**src/rotation_matrix_to_quaternion_assert.svh**
```systemverilog
// assertion macros for the matrix to quaternion block
// used by the back end and the top level
`ifndef ROTATION_MATRIX_TO_QUATERNION_ASSERT_SVH
`define ROTATION_MATRIX_TO_QUATERNION_ASSERT_SVH
`define RMQ_ASSERT_IMPL(lbl, clk, rst_n, a, c) \
  lbl: assert property (@(posedge clk) disable iff (!rst_n) (a) |-> (c)) \
    else $error("assertion failed");
`define RMQ_ASSERT_NEXT(lbl, clk, rst_n, a, c) \
  lbl: assert property (@(posedge clk) disable iff (!rst_n) (a) |=> (c)) \
    else $error("assertion failed");
`endif

```
**src/rmq_pkg.sv**
```systemverilog
// types and constants for the matrix to quaternion block
// no dependencies
`timescale 1ns / 1ps
package rmq_pkg;
  localparam int unsigned QOne = 16384;
  localparam int unsigned RootW = 17;
  localparam int unsigned ArgW = 19;
  localparam int unsigned NumW = 17;
  localparam int unsigned QuoW = 32;

  typedef struct packed {
    logic signed [15:0] m00;
    logic signed [15:0] m01;
    logic signed [15:0] m02;
    logic signed [15:0] m10;
    logic signed [15:0] m11;
    logic signed [15:0] m12;
    logic signed [15:0] m20;
    logic signed [15:0] m21;
    logic signed [15:0] m22;
  } matrix_t;

  typedef struct packed {
    logic signed [15:0] quat_w;
    logic signed [15:0] quat_x;
    logic signed [15:0] quat_y;
    logic signed [15:0] quat_z;
    logic root_invalid;
  } quat_t;

  // classified item between front and back
  typedef struct packed {
    logic [1:0] axis;
    logic invalid;
    logic [ArgW-1:0] arg;
    logic signed [NumW-1:0] n0;
    logic signed [NumW-1:0] n1;
    logic signed [NumW-1:0] n2;
  } class_t;

  localparam logic [1:0] AxisW = 2'd3;
  localparam logic [1:0] AxisX = 2'd0;
  localparam logic [1:0] AxisY = 2'd1;
  localparam logic [1:0] AxisZ = 2'd2;
endpackage

```
**src/rmq_front.sv**
```systemverilog
// front end: trace, axis choice, root argument and numerators
// depends on rmq_pkg
`timescale 1ns / 1ps
module rmq_front (
  input  logic clk_i,
  input  logic rst_ni,
  input  logic valid_i,
  input  rmq_pkg::matrix_t mat_i,
  output logic valid_o,
  output rmq_pkg::class_t cls_o
);
  logic signed [18:0] tr, a0, a1, a2, arg;
  logic signed [16:0] s12, s20, s01, p01, p02, p12;
  rmq_pkg::class_t cls_d, cls_q;
  logic valid_q;

  always_comb begin
    tr  = 19'(mat_i.m00) + 19'(mat_i.m11) + 19'(mat_i.m22);
    a0  = 19'(mat_i.m00) - 19'(mat_i.m11) - 19'(mat_i.m22) + 19'(rmq_pkg::QOne);
    a1  = 19'(mat_i.m11) - 19'(mat_i.m22) - 19'(mat_i.m00) + 19'(rmq_pkg::QOne);
    a2  = 19'(mat_i.m22) - 19'(mat_i.m00) - 19'(mat_i.m11) + 19'(rmq_pkg::QOne);
    s12 = 17'(mat_i.m12) - 17'(mat_i.m21);
    s20 = 17'(mat_i.m20) - 17'(mat_i.m02);
    s01 = 17'(mat_i.m01) - 17'(mat_i.m10);
    p01 = 17'(mat_i.m01) + 17'(mat_i.m10);
    p02 = 17'(mat_i.m02) + 17'(mat_i.m20);
    p12 = 17'(mat_i.m12) + 17'(mat_i.m21);
    cls_d = '0;
    arg = '0;
    if (tr > 0) begin
      cls_d.axis = rmq_pkg::AxisW;
      arg = tr + 19'(rmq_pkg::QOne);
      cls_d.n0 = s12; cls_d.n1 = s20; cls_d.n2 = s01;
    end else if (mat_i.m22 > mat_i.m00 && mat_i.m22 > mat_i.m11) begin
      cls_d.axis = rmq_pkg::AxisZ;
      arg = a2;
      cls_d.n0 = s01; cls_d.n1 = p02; cls_d.n2 = p12;
    end else if (mat_i.m11 > mat_i.m00) begin
      cls_d.axis = rmq_pkg::AxisY;
      arg = a1;
      cls_d.n0 = s20; cls_d.n1 = p12; cls_d.n2 = p01;
    end else begin
      cls_d.axis = rmq_pkg::AxisX;
      arg = a0;
      cls_d.n0 = s12; cls_d.n1 = p01; cls_d.n2 = p02;
    end
    cls_d.invalid = (arg <= 0);
    cls_d.arg = cls_d.invalid ? '0 : arg;
  end

  always_ff @(posedge clk_i or negedge rst_ni) begin
    if (!rst_ni) begin
      valid_q <= 1'b0;
    end else begin
      valid_q <= valid_i;
    end
  end

  always_ff @(posedge clk_i) begin
    cls_q <= cls_d;
  end

  assign valid_o = valid_q;
  assign cls_o = cls_q;
endmodule

```
**config.mk**
```make
export PLATFORM = sky130hd
export DESIGN_NAME = rmq_front
export DESIGN_NICKNAME = d
export VERILOG_FILES = /design/src/rotation_matrix_to_quaternion_assert.svh /design/src/rmq_pkg.sv /design/src/rmq_front.sv
export SDC_FILE = /design/constraint.sdc
export NUM_CORES = 1
export LEC_CHECK = 0
export BUFFER_PORTS_ARGS = -buffer_cell sky130_fd_sc_hd__buf_2
export CAP_MARGIN = 40
export CORE_MARGIN = 4
export CORE_UTILIZATION = 34
export CTS_CLUSTER_DIAMETER = 150
export DETAILED_ROUTE_END_ITERATION = 16
export GPL_TIMING_DRIVEN = 0
export PLACE_DENSITY_LB_ADDON = 0.2
export SLEW_MARGIN = 5
export SYNTH_ARGS = -nofsm -noshare
export SYNTH_HDL_FRONTEND = slang
export SYNTH_SLANG_ARGS = --single-unit
```
**constraint.sdc**
```tcl
create_clock -name clk_i -period 1.05 [get_ports clk_i]
set_input_delay 0.105 -clock clk_i [delete_from_list [all_inputs] [get_ports clk_i]]
set_output_delay 0.105 -clock clk_i [all_outputs]
set_load 0.005 [all_outputs]
```
==> results.md <==
| Quantity | Value | Unit |
|:---|:---|:---|
| Synth top area cells | sky130_fd_sc_hd__ha_1 (25%), sky130_fd_sc_hd__fa_1 (10%), sky130_fd_sc_hd__dfxtp_1 (9.8%) | - |
| Maximum root-to-sink buffer count | 2 | - |
| Required time worst endpoint | 1330 | ps |
| Number of nets in the layout | 2,751 | - |
| Number of non-filler instances in the completed layout | 2,824 | - |
| Worst path max stage delay | 510 | ps |
| Outcome | finished with violations | - |
| Number of cells in the design after placement | 2,692 | - |
| Worst IR Drop VDD | 1.01 | mV |
| Number of global-route vias before repair | 15.3k | - |
| Number of fillers in the final layout | 4,142 | - |
| Remaining antenna violation count | 0 | - |
| Share of post-route cells with drive strength above 1 | 0.309 | - |
| Highest clock frequency the design can meet | 0.266 | GHz |
| Share of total power in combinational logic | 0.755 | - |
| Setup repair after global routing missed its margin | yes | - |
| Hold Path Class | input port to asynchronous set/reset pin | - |
| Main synth FF type | sky130_fd_sc_hd__dfxtp_1 | - |
| Net Switching | 16.3 | mW |
| First-pass detailed-route iteration total | 6 | - |
| Cell count after synthesis | 1,881 | - |
| Routability Congestion | 0.953 | - |
| Share of power burned in registers | 0.130 | - |
| Overall routing resource usage | 0.244 | - |
| Synth Register Bits | 74 | - |
| DPL Wire Length | 47,400 | um |
| Proportion of netlist area held by the largest area contributor | 0.246 | - |
| Count of final hold-check violations | 0 | - |
| Biggest area consumer among synthesized cells | sky130_fd_sc_hd__ha_1 | - |
| Avg Synthesized Cell Area | 7.96 | um2 |
| Final global-route overflow total | 0 | - |
| Routed via count divided by cell count | 5.48 | - |
| Worst setup timing slack at the placement stage | -4010 | ps |
| Share of the clock period used by the worst path after layout | 3.57 | - |
| Yosys warning count | 0 | - |
| Unique cell type count in the Yosys netlist | 87 | - |
| Effective utilization at floorplan | 0.346 | - |
| Cell count along the critical path | 19 | - |
| Critical Path Fanout Max | 7 | - |
| Startpoint type of the worst setup path | input port | - |
| Clock group share of total power | 0.115 | - |
| Clock transition at the registers of the reported paths | 60 | ps |
| Count of final max-slew check failures | 0 | - |
| Total clock buffers created by CTS | 9 | - |
| DIE WIDTH | 218 | um |
| DRT iter0 DRCs | 1,224 | - |
| Power per cell area | 1640 | nW/um2 |
| P_int | 17.7 | mW |
| Final count of negative-setup-slack endpoints | 72 | - |
| Source of the critical timing path | mat_i[65] | - |
| CTS Root Cell | sky130_fd_sc_hd__clkbuf_16 | - |
| Number of placement rows | 76 | - |
| Wirelength per Cell | 21.5 | um |
| Port Buf Inserts | 220 | - |
| Total of max-cap violations | 0 | - |
| Kind of end point of the critical path | flop | - |
| Core Area | 43,300 | um2 |
| Number of nets in the synthesized netlist | 2,400 | - |
| End point of the critical path | cls_o[2] | - |
| Core occupancy in the finished layout | 0.478 | - |
| Die height | 218 | um |
| Full die area | 47,500 | um2 |
| Fraction of registers with async set or reset after synthesis | 0.0135 | - |
| Relative slew slack | 0.438 | - |
| CTS H-Tree Depth | 3 | - |
| Top post-synthesis cells by count | sky130_fd_sc_hd__ha_1 (294), sky130_fd_sc_hd__inv_1 (224), sky130_fd_sc_hd__nor2_1 (133) | - |
| Top routing layer in use | met5 | - |
| Switching share of power | 0.479 | - |
| Clock period minus worst slack | 3750 | ps |
| Category of the most critical setup path | input port to flop | - |
| Met2 wire length | 28,800 | um |
| Buf/Inv on CP | 3 | - |
| Sum of routed wire segments on met1 | 26,500 | um |
| Count of clock tree sinks | 74 | - |
| Number of top-level design ports | 221 | - |
| Maximum number of pins on one net before global-route repair | 15 | - |
| Drt drc | 0 | - |
| Top Family by Delay on Critical Path | compound AO/OA/AOI/OAI gates | - |
| Sequential share of the synthesized area | 0.0992 | - |
| Number of flops mapped to enable cells by yosys | 0 | - |
| Least setup slack across all paths after layout | -2700 | ps |
| Antenna violations before repair | 4 | - |
| Failing checks | negative setup slack | - |
| Relative area change from synthesis to final layout | 38.2 | % |
| Leak | 9.50 | nW |
| Amount of wire on met3 after detailed routing | 3680 | um |
| Most used standard cell by instance count after synthesis | sky130_fd_sc_hd__ha_1 | - |
| Sequence of cells on the critical path | buf_12, fa_1, ha_4, fa_2, nand3_4, a221o_1, a21o_1, a31oi_4, o31a_1, a21oi_2, inv_1, ha_2, o21a_1, o2111ai_4, and2_4, buf_4, nor2_1, a221o_1, a22o_1 | - |
| Data arrival time at the worst-slack endpoint | 4030 | ps |
| Routed wire length | 60,800 | um |
| Netlist Area Pre-Place | 15,000 | um2 |
| Via count | 15.5k | - |
| Critical path's slowest cell | sky130_fd_sc_hd__fa_1 | - |
| Worst slew pin tran | 837 | ps |
| CTS tree | yes | - |
| Global-route wire length before repair | 89,700 | um |
| Most repeated library cell on the critical path | sky130_fd_sc_hd__a221o_1 | - |
-- layout make-up --
cell class | count | area, um2 | share of cell area
Clock inverter | 6 | 115 | 0.00556
Tap cell | 585 | 732 | 0.0354
Buffer | 59 | 502 | 0.0242
Multi-Input combinational cell | 1521 | 14300 | 0.690
Timing Repair Buffer | 343 | 2470 | 0.119
Sequential cell | 74 | 1490 | 0.0719
Antenna cell | 2 | 5.00 | 0.000242
Clock buffer | 10 | 229 | 0.0111
Inverter | 224 | 881 | 0.0426
-- metrics by stage --
step	hold slack (ps)	power [mW]	cell area (um2)	TNS, ps
3_5_place_dp	-117	22.4	17000	-268820
6_report	18.9	34.0	20700	-184520
5_1_grt	23.4	35.9	20700	-188900
3_3_place_gp	-121	22.2	17000	-278630
4_1_cts	2.79	31.7	19900	-177200
2_1_floorplan	-191	15.8	15100	-171050
-- state kept, by name, summed over array words and instances, names as in the netlist --
signal and flops:
cls_o 73, valid_o 1
-- power groups by stage --
| stage | registers (mW) | logic (mW) | clock network (mW) |
|---|---|---|---|
| 6_report | 4.42 | 25.7 | 3.91 |
| 5_1_grt | 4.52 | 27.3 | 4.05 |
| 4_1_cts | 4.44 | 23.3 | 4.00 |
| 3_5_place_dp | 4.46 | 17.9 | 0 |
| 3_3_place_gp | 4.44 | 17.8 | 0 |
| 2_1_floorplan | 4.55 | 11.3 | 0 |
-- logic make-up (layout without fill, tap and decap cells) --
| kind of cell | Yosys count | in the layout | share of synthesized area |
|---|---|---|---|
| xor gates and xnor gates | 116 | 116 | 0.0687 |
| buffers and inverters | 286 | 642 | 0.0738 |
| and+or+nand+nor | 516 | 516 | 0.171 |
| AOI/OAI and AO/OA | 490 | 490 | 0.219 |
| other | 1 | 3 | 0.000250 |
| adders and majority gates | 372 | 372 | 0.350 |
| muxes | 26 | 26 | 0.0180 |
| DFF | 74 | 74 | 0.0992 |
-- routing by layer --
layer,GRT usage,up-vias
li1,-,7300
met1,0.323,7483
met2,0.416,589
met3,0.0340,112
met4,0.0674,2
met5,0,-
-- worst min-delay path by stage --
stage                    to  cells past startpoint  slack [ps]   start
detailed placement  valid_o                      1        -120  rst_ni
floorplan           valid_o                      0        -190  rst_ni
global placement    valid_o                      1        -120  rst_ni
global route        valid_o                      2          20  rst_ni
finish              valid_o                      2          20  rst_ni
CTS                 valid_o                      2           3  rst_ni
-- cells in the final DEF (no fill, tap or decap), types with 16 or more instances in the layout --
cell type / count
sky130_fd_sc_hd__a211oi_1: 16
sky130_fd_sc_hd__a21o_1: 24
sky130_fd_sc_hd__a21oi_1: 95
sky130_fd_sc_hd__a21oi_2: 24
sky130_fd_sc_hd__a31oi_1: 27
sky130_fd_sc_hd__and3_1: 16
sky130_fd_sc_hd__buf_12: 17
sky130_fd_sc_hd__buf_2: 207
sky130_fd_sc_hd__buf_4: 90
sky130_fd_sc_hd__buf_6: 27
sky130_fd_sc_hd__clkbuf_1: 24
sky130_fd_sc_hd__dfxtp_1: 72
sky130_fd_sc_hd__fa_1: 61
sky130_fd_sc_hd__fa_2: 17
sky130_fd_sc_hd__ha_1: 271
sky130_fd_sc_hd__ha_4: 18
sky130_fd_sc_hd__inv_1: 192
sky130_fd_sc_hd__inv_2: 21
sky130_fd_sc_hd__mux2i_1: 18
sky130_fd_sc_hd__nand2_1: 110
sky130_fd_sc_hd__nand2b_1: 20
sky130_fd_sc_hd__nand3_1: 30
sky130_fd_sc_hd__nor2_1: 116
sky130_fd_sc_hd__nor2_4: 16
sky130_fd_sc_hd__nor2b_1: 20
sky130_fd_sc_hd__nor3_1: 56
sky130_fd_sc_hd__o21a_1: 23
sky130_fd_sc_hd__o21ai_0: 47
sky130_fd_sc_hd__or3_1: 24
sky130_fd_sc_hd__xnor2_1: 83
sky130_fd_sc_hd__xor2_1: 29
-- what timing repair did --
action / 4_1_cts / 5_1_grt
hold buffers: 2 / 0
pin swaps: 94 / 75
resized for setup: 401 / 118
hold endpoints to repair: 2 / 0
setup buffers: 71 / 37
setup endpoints to repair: 73 / 72
gates cloned: 10 / 1
(Power assumes the default switching activity.)
