==> src/rotation_matrix_to_quaternion_assert.svh <==
// assertion macros for the matrix to quaternion block
// used by the back end and the top level
`ifndef ROTATION_MATRIX_TO_QUATERNION_ASSERT_SVH
`define ROTATION_MATRIX_TO_QUATERNION_ASSERT_SVH
`define RMQ_ASSERT_IMPL(lbl, clk, rst_n, a, c) \
  lbl: assert property (@(posedge clk) disable iff (!rst_n) (a) |-> (c)) \
    else $error("assertion failed");
`define RMQ_ASSERT_NEXT(lbl, clk, rst_n, a, c) \
  lbl: assert property (@(posedge clk) disable iff (!rst_n) (a) |=> (c)) \
    else $error("assertion failed");
`endif

==> src/rmq_pkg.sv <==
// types and constants for the matrix to quaternion block
// no dependencies
`timescale 1ns / 1ps
package rmq_pkg;
  localparam int unsigned QOne = 16384;
  localparam int unsigned RootW = 17;
  localparam int unsigned ArgW = 19;
  localparam int unsigned NumW = 17;
  localparam int unsigned QuoW = 32;

  typedef struct packed {
    logic signed [15:0] m00;
    logic signed [15:0] m01;
    logic signed [15:0] m02;
    logic signed [15:0] m10;
    logic signed [15:0] m11;
    logic signed [15:0] m12;
    logic signed [15:0] m20;
    logic signed [15:0] m21;
    logic signed [15:0] m22;
  } matrix_t;

  typedef struct packed {
    logic signed [15:0] quat_w;
    logic signed [15:0] quat_x;
    logic signed [15:0] quat_y;
    logic signed [15:0] quat_z;
    logic root_invalid;
  } quat_t;

  // classified item between front and back
  typedef struct packed {
    logic [1:0] axis;
    logic invalid;
    logic [ArgW-1:0] arg;
    logic signed [NumW-1:0] n0;
    logic signed [NumW-1:0] n1;
    logic signed [NumW-1:0] n2;
  } class_t;

  localparam logic [1:0] AxisW = 2'd3;
  localparam logic [1:0] AxisX = 2'd0;
  localparam logic [1:0] AxisY = 2'd1;
  localparam logic [1:0] AxisZ = 2'd2;
endpackage

==> src/rmq_fifo.sv <==
// short queue between front and back, registered slots
// depends on rmq_pkg
`timescale 1ns / 1ps
module rmq_fifo #(
  parameter int unsigned Depth = 2
) (
  input  logic clk_i,
  input  logic rst_ni,
  input  logic push_i,
  input  rmq_pkg::class_t data_i,
  input  logic pop_i,
  output logic valid_o,
  output rmq_pkg::class_t data_o
);
  localparam int unsigned PtrW = (Depth > 1) ? $clog2(Depth) : 1;
  rmq_pkg::class_t mem_q [Depth];
  logic [PtrW-1:0] wr_q, rd_q;
  logic [PtrW:0] cnt_q;

  function automatic logic [PtrW-1:0] inc(input logic [PtrW-1:0] p);
    inc = (32'(p) == Depth - 1) ? '0 : p + 1'b1;
  endfunction

  always_ff @(posedge clk_i or negedge rst_ni) begin
    if (!rst_ni) begin
      wr_q <= '0;
      rd_q <= '0;
      cnt_q <= '0;
    end else begin
      if (push_i) wr_q <= inc(wr_q);
      if (pop_i) rd_q <= inc(rd_q);
      cnt_q <= cnt_q + (PtrW+1)'(push_i) - (PtrW+1)'(pop_i);
    end
  end

  always_ff @(posedge clk_i) begin
    if (push_i) mem_q[wr_q] <= data_i;
  end

  assign valid_o = (cnt_q != '0);
  assign data_o = mem_q[rd_q];
endmodule

==> config.mk <==
export PLATFORM = sky130hd
export DESIGN_NAME = rmq_fifo
export DESIGN_NICKNAME = d
export VERILOG_FILES = /design/src/rotation_matrix_to_quaternion_assert.svh /design/src/rmq_pkg.sv /design/src/rmq_fifo.sv
export SDC_FILE = /design/constraint.sdc
export NUM_CORES = 1
export LEC_CHECK = 0
export BUFFER_PORTS_ARGS = -buffer_cell sky130_fd_sc_hd__buf_4
export CORE_ASPECT_RATIO = 0.75
export CORE_MARGIN = 8
export CORE_UTILIZATION = 35
export DETAILED_ROUTE_END_ITERATION = 10
export GPL_ROUTABILITY_DRIVEN = 0
export PLACE_DENSITY_LB_ADDON = 0.15
export REMOVE_ABC_BUFFERS = 1
export SLEW_MARGIN = 5
export SYNTH_ARGS = -nofsm -noshare
export SYNTH_HDL_FRONTEND = slang
export SYNTH_SLANG_ARGS = --single-unit
export TNS_END_PERCENT = 30
==> constraint.sdc <==
create_clock -name clk_i -period 5 [get_ports clk_i]
set_clock_uncertainty 0.2 [all_clocks]
set_input_delay 0.25 -clock clk_i [delete_from_list [all_inputs] [get_ports clk_i]]
set_output_delay 0.25 -clock clk_i [all_outputs]
set_load 0.005 [all_outputs]
==> run metrics, run 1 <==
DR WL/cell=approximately 17 µm; post_cts resized=0; HPWL Detailed=approximately 7400 µm; hold-critical path depth=1; core box area=16,000 µm²; Setup WS post-layout=between 2 and 2.5 ns; dpl cell area=~7000 µm²; HP Class=reg2reg; hold endpoint=wr_q; Worst Reg-to-Reg Cells=2; family with the most delay on the worst path=flip-flops; crit-path most repeated cell=buf_4; std cell rows=40; Slew Limit Fails=0; most frequent cells in the layout=buf_4 (152), edfxtp_1 (146), dlygate4sd3_1 (77); initial DRC count=150; Worst Path Class, Setup=reg2out; slowest library cell on the worst path=dfrtp_4; fin area=8340 µm²; H-tree levels=4; # fillers=between 1,000 and 1,500; Setup TNS=0 ns; CP max FO=60; worst slew pin tran=between 1 and 1.5 ns; area of the multi-input gates=1140 µm²; CTS tree=done; HP Start=wr_q; Routed WL=about 12,000 µm; CP startpoint kind=flip-flop; Reg2Reg Launch Point=wr_q; min Tclk post-route=just under 3 ns; Congestion Overflow GR=0; Final period util=roughly three fifths; all-layer global routing usage=between 10% and 20%; #FFs+latches synth=150; critical-path cell list=buf_4 > mux2_4 > buf_4; Setup WS pre-CTS=2.43 ns; Die Footprint=~21,000 µm²; dpl cells=595; RSZ-0062 raised after global routing=false; Clock Pin Slew Worst Setup and Hold Paths=0.06 ns; WP data required=between 4 and 5 ns; Pwr per Cell Area=508 nW/µm²; Die Ht=around 130 µm; Arrival @ worst endpoint=about 2.5 ns; post-layout net count=560; CTS root buffer=clkbuf_16; drt drc=0; ANT nets after route=0; # IOs=approximately 150; clk_lat worst skew=~0.41 ns; Crit. End Element=output pin; Critical Path Max Stage Delay=roughly 1.1 ns; FF+latch area=roughly 4500 µm²; share of cells above drive strength 1=approximately half; ant diodes=0; Cell Count, Final, Fillers Out=about 700; hold slack=~0.35 ns; P_leak=between 3 and 4 nW; post-synth cell types=13; commonest non-fill, non-tap cell in the layout=buf_4; first-pass GRT wire length=17,700 µm; DIE WIDTH=between 150 and 200 µm; r2r endpoint=mem_q[0][25]; Longest Clk Path Bufs=2; register area share after synthesis=78.6%; Core Util, Final=around 52%; final setup violation count=0; DR vias=approximately 3,000; WP buf/inv=2; yosys warns=0; relative slew slack=between 20% and 30%; Tot Pwr=roughly 4.2 mW; DRT Pass-1 Iters=4; cell area after synthesis=roughly 5700 µm²; VDD IR-drop max=a little under 0.4 mV; syn_area_per_cell=between 20 and 25 µm²; status=completed; Initial Util=between 30% and 40%; max-cap viol count=0; # port buffers=150; Mapped Cells=approximately 240; initial antenna violation count=0; vias per cell=roughly 4.3; Hold Fails Final Rpt=0; number of global-route vias before repair=approximately 3,300; clk sinks=150; Max Clock Freq=approximately 0.34 GHz; TritonCTS Buffers=17; R2R setup slack=approximately 2.8 ns; largest net degree at the start of global routing=74; area delta synth->final=46.0%
final cells by class:
cell class,instances,share of cell area (%)
Timing Repair Buffer,229,22.9
Tap cell,210,3.15
Inverter,2,0.0901
Multi-Input combinational cell,81,13.7
Clock buffer,19,5.19
Clock inverter,13,1.08
Sequential cell,150,53.8
registers in the layout, indices dropped and copies added, names as in the netlist:
| signal | count |
|---|---|
| rd_q | 1 |
| mem_q | 146 |
| cnt_q | 2 |
| wr_q | 1 |
routing by layer:
layer  share of wire, %  track usage, %  vias to the layer above
met5                  0               0                        -
met4                1.2            3.68                        0
met3                8.8            5.53                       12
met2                 44            16.4                      103
met1                 46            14.3                     1448
li1                   -               -                     1437
power breakdown:
part | leakage, nW | internal [mW] | switching [mW]
Clock | 0.248 | 0.669 | 0.464
Sequential | 1.42 | 1.67 | 0.189
Combinational | 1.66 | 0.806 | 0.430
Total | 3.32 | 3.15 | 1.08
worst max path at each step:
stage                     from     endpoint  slack (ns)  cells after the start
final                     rd_q   data_o[27]        2.05                      3
after global routing      rd_q   data_o[16]        1.92                      3
after CTS                 rd_q    data_o[8]        1.97                      3
after detailed placement  rd_q    data_o[8]        2.43                      3
after global placement    rd_q   data_o[23]        2.46                      3
after floorplan           wr_q  mem_q[0][0]        0.64                      1
cell usage after synthesis:
cell | count | area, µm²
mux2_2 | 13 | 146
dfrtp_1 | 4 | 100
nor2b_1 | 1 | 6.26
ha_1 | 2 | 25.0
or2_2 | 1 | 6.26
xor3_1 | 1 | 23.8
inv_1 | 2 | 7.51
buf_6 | 7 | 78.8
xor2_1 | 2 | 17.5
buf_2 | 1 | 5.00
mux2_4 | 60 | 901
edfxtp_1 | 146 | 4380
and2_1 | 1 | 6.26
cells by family (layout without fill, tap and decap cells):
family / Yosys count / after routing / synth area share [%]
flip-flops: 150 / 150 / 78.6
buffers and inverters: 10 / 263 / 1.60
multiplexers: 73 / 73 / 18.3
adder cells (fa/ha/maj): 2 / 2 / 0.438
XOR/XNOR: 3 / 3 / 0.723
AND/OR/NAND/NOR: 3 / 3 / 0.329
repair_timing:
action | in CTS | in global routing
hold endpoints to repair | 153 | 0
hold buffers | 77 | 0
buffers inserted | 0 | 0
Note: power is estimated with default switching activity, not from simulation.
==> inputs of run 2 (changes only) <==
clock period = 2.48 ns   (was 5 ns; I/O delays follow)
==> run 2 against run 1 <==
Effect of this change: first-iteration DRC count is 11% higher; final cell count is 0.57% higher; clock-buffer cell count is 1 lower; register-to-register slack worse by 2.0 ns; setup slack worse by 1.9 ns; sequential share of layout area is 1.0 points lower; worst hold slack worse by 0.11 ns; sequential power is 94% higher; combinational power is 120% higher; die area stayed put; via count is 0.87% higher; routed wire length is 1.5% higher; largest cell class unchanged.
==> run metrics, run 2 (synthesized netlist as in run 1, its figures left out) <==
flip-flop count of the largest register after layout=146 (unchanged); all-layer global routing usage=11.6% (+0.32 points); # IOs=151 (unchanged); Setup WS post-layout=0.106 ns (-1.94 ns); clk_lat worst skew=0.41 ns (about the same); most frequent cells in the layout=buf_4 (153), edfxtp_1 (146), dlygate4sd3_1 (77); Crit. End Element=output pin; ANT nets after route=0 (unchanged); HP Class=in2reg; Largest regs=mem_q x146, cnt_q x2; drt drc=0 (unchanged); critical-path cell list=buf_4 > mux2_2 > buf_4; Worst Path Class, Setup=reg2out; share of cells above drive strength 1=52.6% (+1.4 points); status=completed; Max Clock Freq=0.421 GHz; initial DRC count=167 (+11%); Hold Fails Final Rpt=0 (unchanged); Cell Count, Final, Fillers Out=708 (+0.57%); initial antenna violation count=0 (unchanged); Top Layer Used=met4; min Tclk post-route=approximately 2.4 ns; crit-path most repeated cell=buf_4; Clock Pin Slew Worst Setup and Hold Paths=0.06 ns (about the same); Setup TNS=0 ns (unchanged); final setup violation count=0 (unchanged); Longest Clk Path Bufs=2 (unchanged); core box area=16,000 µm² (unchanged); CTS root buffer=clkbuf_16; Setup WS pre-CTS=0.536 ns (-1.89 ns); RSZ-0062 raised after global routing=false; DRT Pass-1 Iters=4 (unchanged); WP data required=2.16 ns (-2.39 ns); family with the most delay on the worst path=flip-flops; area delta synth->final=48.8%; Die Ht=127 µm (unchanged); Final period util=95.7%; post-layout net count=564 (+0.71%); hold slack=0.235 ns (-0.111 ns); WP buf/inv=2 (unchanged); std cell rows=40 (unchanged); CP startpoint kind=flip-flop; commonest non-fill, non-tap cell in the layout=buf_4; TritonCTS Buffers=17 (unchanged); P_leak=3.40 nW (+2.4%); vias per cell=4.27 (+0.30%); CTS tree=done; DRT met1 WL=5080 µm (-4.8%); largest net degree at the start of global routing=71 (-4.1%); Met2 Routed Length=5520 µm (+7.1%); Slew Limit Fails=0 (unchanged); relative slew slack=64.8% (+39 points); worst slew pin tran=0.528 ns (-0.588 ns); H-tree levels=4 (unchanged); DR WL/cell=16.7 µm (+0.91%); number of global-route vias before repair=3,376 (+2.3%); post_cts resized=0 (unchanged); first-pass GRT wire length=18,100 µm (+2.3%); CP max FO=30 (-50%); slowest library cell on the worst path=dfrtp_4; # port buffers=150 (unchanged); VDD IR-drop max=0.618 mV (+59%); ant diodes=0 (unchanged); DR vias=3,026 (+0.87%); Die Footprint=20,700 µm² (unchanged); Initial Util=35.8% (unchanged); Pwr per Cell Area=1050 nW/µm² (+110%); Arrival @ worst endpoint=2.05 ns (-0.45 ns); Critical Path Max Stage Delay=0.77 ns (-0.36 ns); Reg with most FFs=mem_q; Routed WL=11,800 µm (+1.5%); metal3 WL=1050 µm (+3.0%); max-cap viol count=0 (unchanged); dpl cells=599 (+0.67%); buffers inserted by post-CTS timing repair=0 (unchanged); DIE WIDTH=163 µm (unchanged); clk sinks=150 (unchanged); Congestion Overflow GR=0 (unchanged)
## run 2: final timing paths
| kind | from | end | slack, ns | depth (start not counted) |
|---|---|---|---|---|
| min in group asynchronous | rst_ni | cnt_q[1] | 0.41 | 3 |
| worst min-delay path | data_i[64] | mem_q[1][64] | 0.24 | 2 |
| worst max-delay path | rd_q | data_o[56] | 0.11 | 3 |
| worst min register to register | wr_q | wr_q | 0.35 | 1 |
| max in group asynchronous | rst_ni | rd_q | 1.48 | 3 |
| worst max register to register | wr_q | mem_q[1][69] | 0.81 | 2 |
## run 2: final cells by class
cell class	count	area, µm²
Clock buffer	18	429
Clock inverter	14	184
Fill cell	1256	7470
Inverter	2	7.51
Multi-Input combinational cell	81	1140
Sequential cell	150	4490
Tap cell	210	263
Timing Repair Buffer	233	1980
## run 2: stage by stage
| step | cell area (µm²) | total power [mW] | util, % |
|---|---|---|---|
| finish | 8490 | 8.95 | 53.2 |
| global route | 8490 | 9.38 | 53.2 |
| CTS | 8490 | 9.09 | 53.2 |
| detailed placement | 7110 | 6.33 | 44.5 |
| global placement | 7110 | 6.31 | 44.5 |
| floorplan | 5620 | 5.19 | - |
## run 2: routing by layer
layer,track usage (%),vias up
met1,13.9,1461
li1,-,1440
met5,0,-
met3,5.37,14
met2,17.9,111
met4,4.21,0
## run 2: repair_timing
item / in CTS / in global routing
setup endpoints to repair: 0 / 0
hold buffers: 77 / 0
endpoints found under the hold margin: 157 / 0
## run 2: where the power goes
part / switching, mW / total [mW] / leakage (nW) / internal (mW)
combinational: 1.04 / 2.71 / 1.69 / 1.67
sequential: 0.241 / 3.61 / 1.42 / 3.37
clock: 0.955 / 2.63 / 0.295 / 1.67
==> inputs of run 3 (changes only) <==
CAP_MARGIN = 0   (was default)
clock period = 2.6 ns   (was 2.48 ns; I/O delays follow)
==> run 3 against run 2 <==
Effect of this change: sequential share of layout area grew 0.086 points; via count grew 0.99%; die area is the same; power shrank 6.3%; global-route usage grew 0.13 points; critical endpoint is now data_o[62]; setup slack gained 0.25 ns; critical path depth is the same; critical path type unchanged; register-to-register slack gained 0.19 ns; routed wire length shrank 1.0%; sequential power shrank 6.1%; non-clock buffer count grew 1; core utilization shrank 0.086 points.
==> run metrics, run 3 (synthesized netlist as in run 1, its figures left out) <==
ant diodes=0 (unchanged); Hold Buf Count CTS=77 (unchanged); number of global-route vias before repair=3,453 (+2.3%); first-pass GRT wire length=18,500 µm (+2.2%); final setup violation count=0 (unchanged); Slew Limit Fails=0 (unchanged); DR vias=3,056 (+0.99%); Worst Reg-to-Reg Cells=2 (unchanged); Routed WL=11,700 µm (-1.0%); CP max FO=40 (+33%); ANT nets after route=0 (unchanged); # IOs=151 (unchanged); Setup TNS=0 ns (unchanged); post-layout net count=565 (+0.18%); CTS tree=done; Crit. End Element=output pin; CP startpoint kind=flip-flop; DIE WIDTH=163 µm (unchanged); R2R setup slack=1.00 ns (+0.19 ns); Hold Fails Final Rpt=0 (unchanged); initial DRC count=101 (-40%); area of the multi-input gates=1140 µm² (unchanged); most frequent cells in the layout=buf_4 (153), edfxtp_1 (146), dlygate4sd3_1 (77); vias per cell=4.31 (+0.85%); Initial Util=35.8% (unchanged); r2r endpoint=mem_q[1][68]; Clock Pin Slew Worst Setup and Hold Paths=0.06 ns (about the same); post_cts resized=0 (unchanged); Core Util, Final=53.1% (-0.086 points); Reg with most FFs=mem_q; Pwr per Cell Area=989 nW/µm² (-6.2%); area delta synth->final=48.6%; all-layer global routing usage=11.7% (+0.13 points); Die Ht=127 µm (unchanged); initial antenna violation count=0 (unchanged); DR WL/cell=16.5 µm (-1.2%); # fillers=1,278 (+1.8%); hold-critical path depth=2 (unchanged); max-cap viol count=0 (unchanged); FF+latch area=4490 µm² (unchanged); Setup WS post-layout=0.360 ns (+0.255 ns); min Tclk post-route=roughly 2.2 ns; drt drc=0 (unchanged); VDD IR-drop max=0.579 mV (-6.3%); std cell rows=40 (unchanged); HP Class=in2reg; Longest Clk Path Bufs=2 (unchanged); buffers inserted by post-CTS timing repair=0 (unchanged); Arrival @ worst endpoint=1.91 ns (-0.14 ns); share of cells above drive strength 1=53.3% (+0.70 points); H-tree levels=4 (unchanged); Largest regs=mem_q x146, cnt_q x2; WP data required=2.27 ns (+0.11 ns); core box area=16,000 µm² (unchanged); Setup WS pre-CTS=0.794 ns (+0.258 ns); TritonCTS Buffers=17 (unchanged); dpl cell area=7130 µm² (+0.28%); flip-flop count of the largest register after layout=146 (unchanged); DRT Pass-1 Iters=4 (unchanged); CTS root buffer=clkbuf_16; Reg2Reg Launch Point=wr_q; clk sinks=150 (unchanged); Worst Path Class, Setup=reg2out; Congestion Overflow GR=0 (unchanged); Max Clock Freq=around 0.45 GHz; HP Start=data_i[61]; Die Footprint=20,700 µm² (unchanged); hold endpoint=mem_q[1][61]; HPWL Detailed=7660 µm; fin area=8480 µm² (-0.16%); worst slew pin tran=0.346 ns (-0.182 ns); status=completed; P_leak=3.40 nW (-0.10%); largest net degree at the start of global routing=58 (-18%); RSZ-0062 raised after global routing=false; relative slew slack=76.9% (+12 points); clk_lat worst skew=0.41 ns (about the same); # port buffers=150 (unchanged); Final period util=86.1%; commonest non-fill, non-tap cell in the layout=buf_4
## run 3: layout make-up
type	count	area share [%]
Multi-Input combinational cell	81	13.5
Clock inverter	11	1.17
Timing Repair Buffer	234	23.6
Sequential cell	150	52.9
Tap cell	210	3.10
Clock buffer	21	5.67
Inverter	2	0.0885
## run 3: stage by stage
| stage | power, mW | hold WS (ns) | std cells |
|---|---|---|---|
| final | 8.39 | 0.241 | 709 |
| after global routing | 8.81 | 0.221 | 709 |
| after CTS | 8.54 | 0.218 | 709 |
| after detailed placement | 6.09 | -0.268 | 600 |
| after global placement | 6.05 | -0.270 | 600 |
| after floorplan | 4.95 | -0.366 | 233 |
## run 3: worst max path at each step
stage / start / end
final: rd_q / data_o[62]
after global routing: rd_q / data_o[62]
after CTS: rd_q / data_o[62]
after detailed placement: rd_q / data_o[62]
after global placement: rd_q / data_o[62]
after floorplan: wr_q / mem_q[0][0]
## run 3: where the power goes
group          switching [mW]  internal [mW]
Clock                   0.911           1.42
Sequential              0.172           3.21
Combinational            1.06           1.62
## run 3: critical path: stages (launching register included)
cell and delay, ns:
dfrtp_4 0.60, buf_12 0.33, mux2_2 0.38, buf_4 0.13
## run 3: routing by layer
metal	GRT usage, %	vias up	wire (µm)
met5	0	-	0
met4	4.00	0	143
met3	5.82	12	1100
met2	17.8	103	5430
met1	14.1	1497	5050
li1	-	1444	-
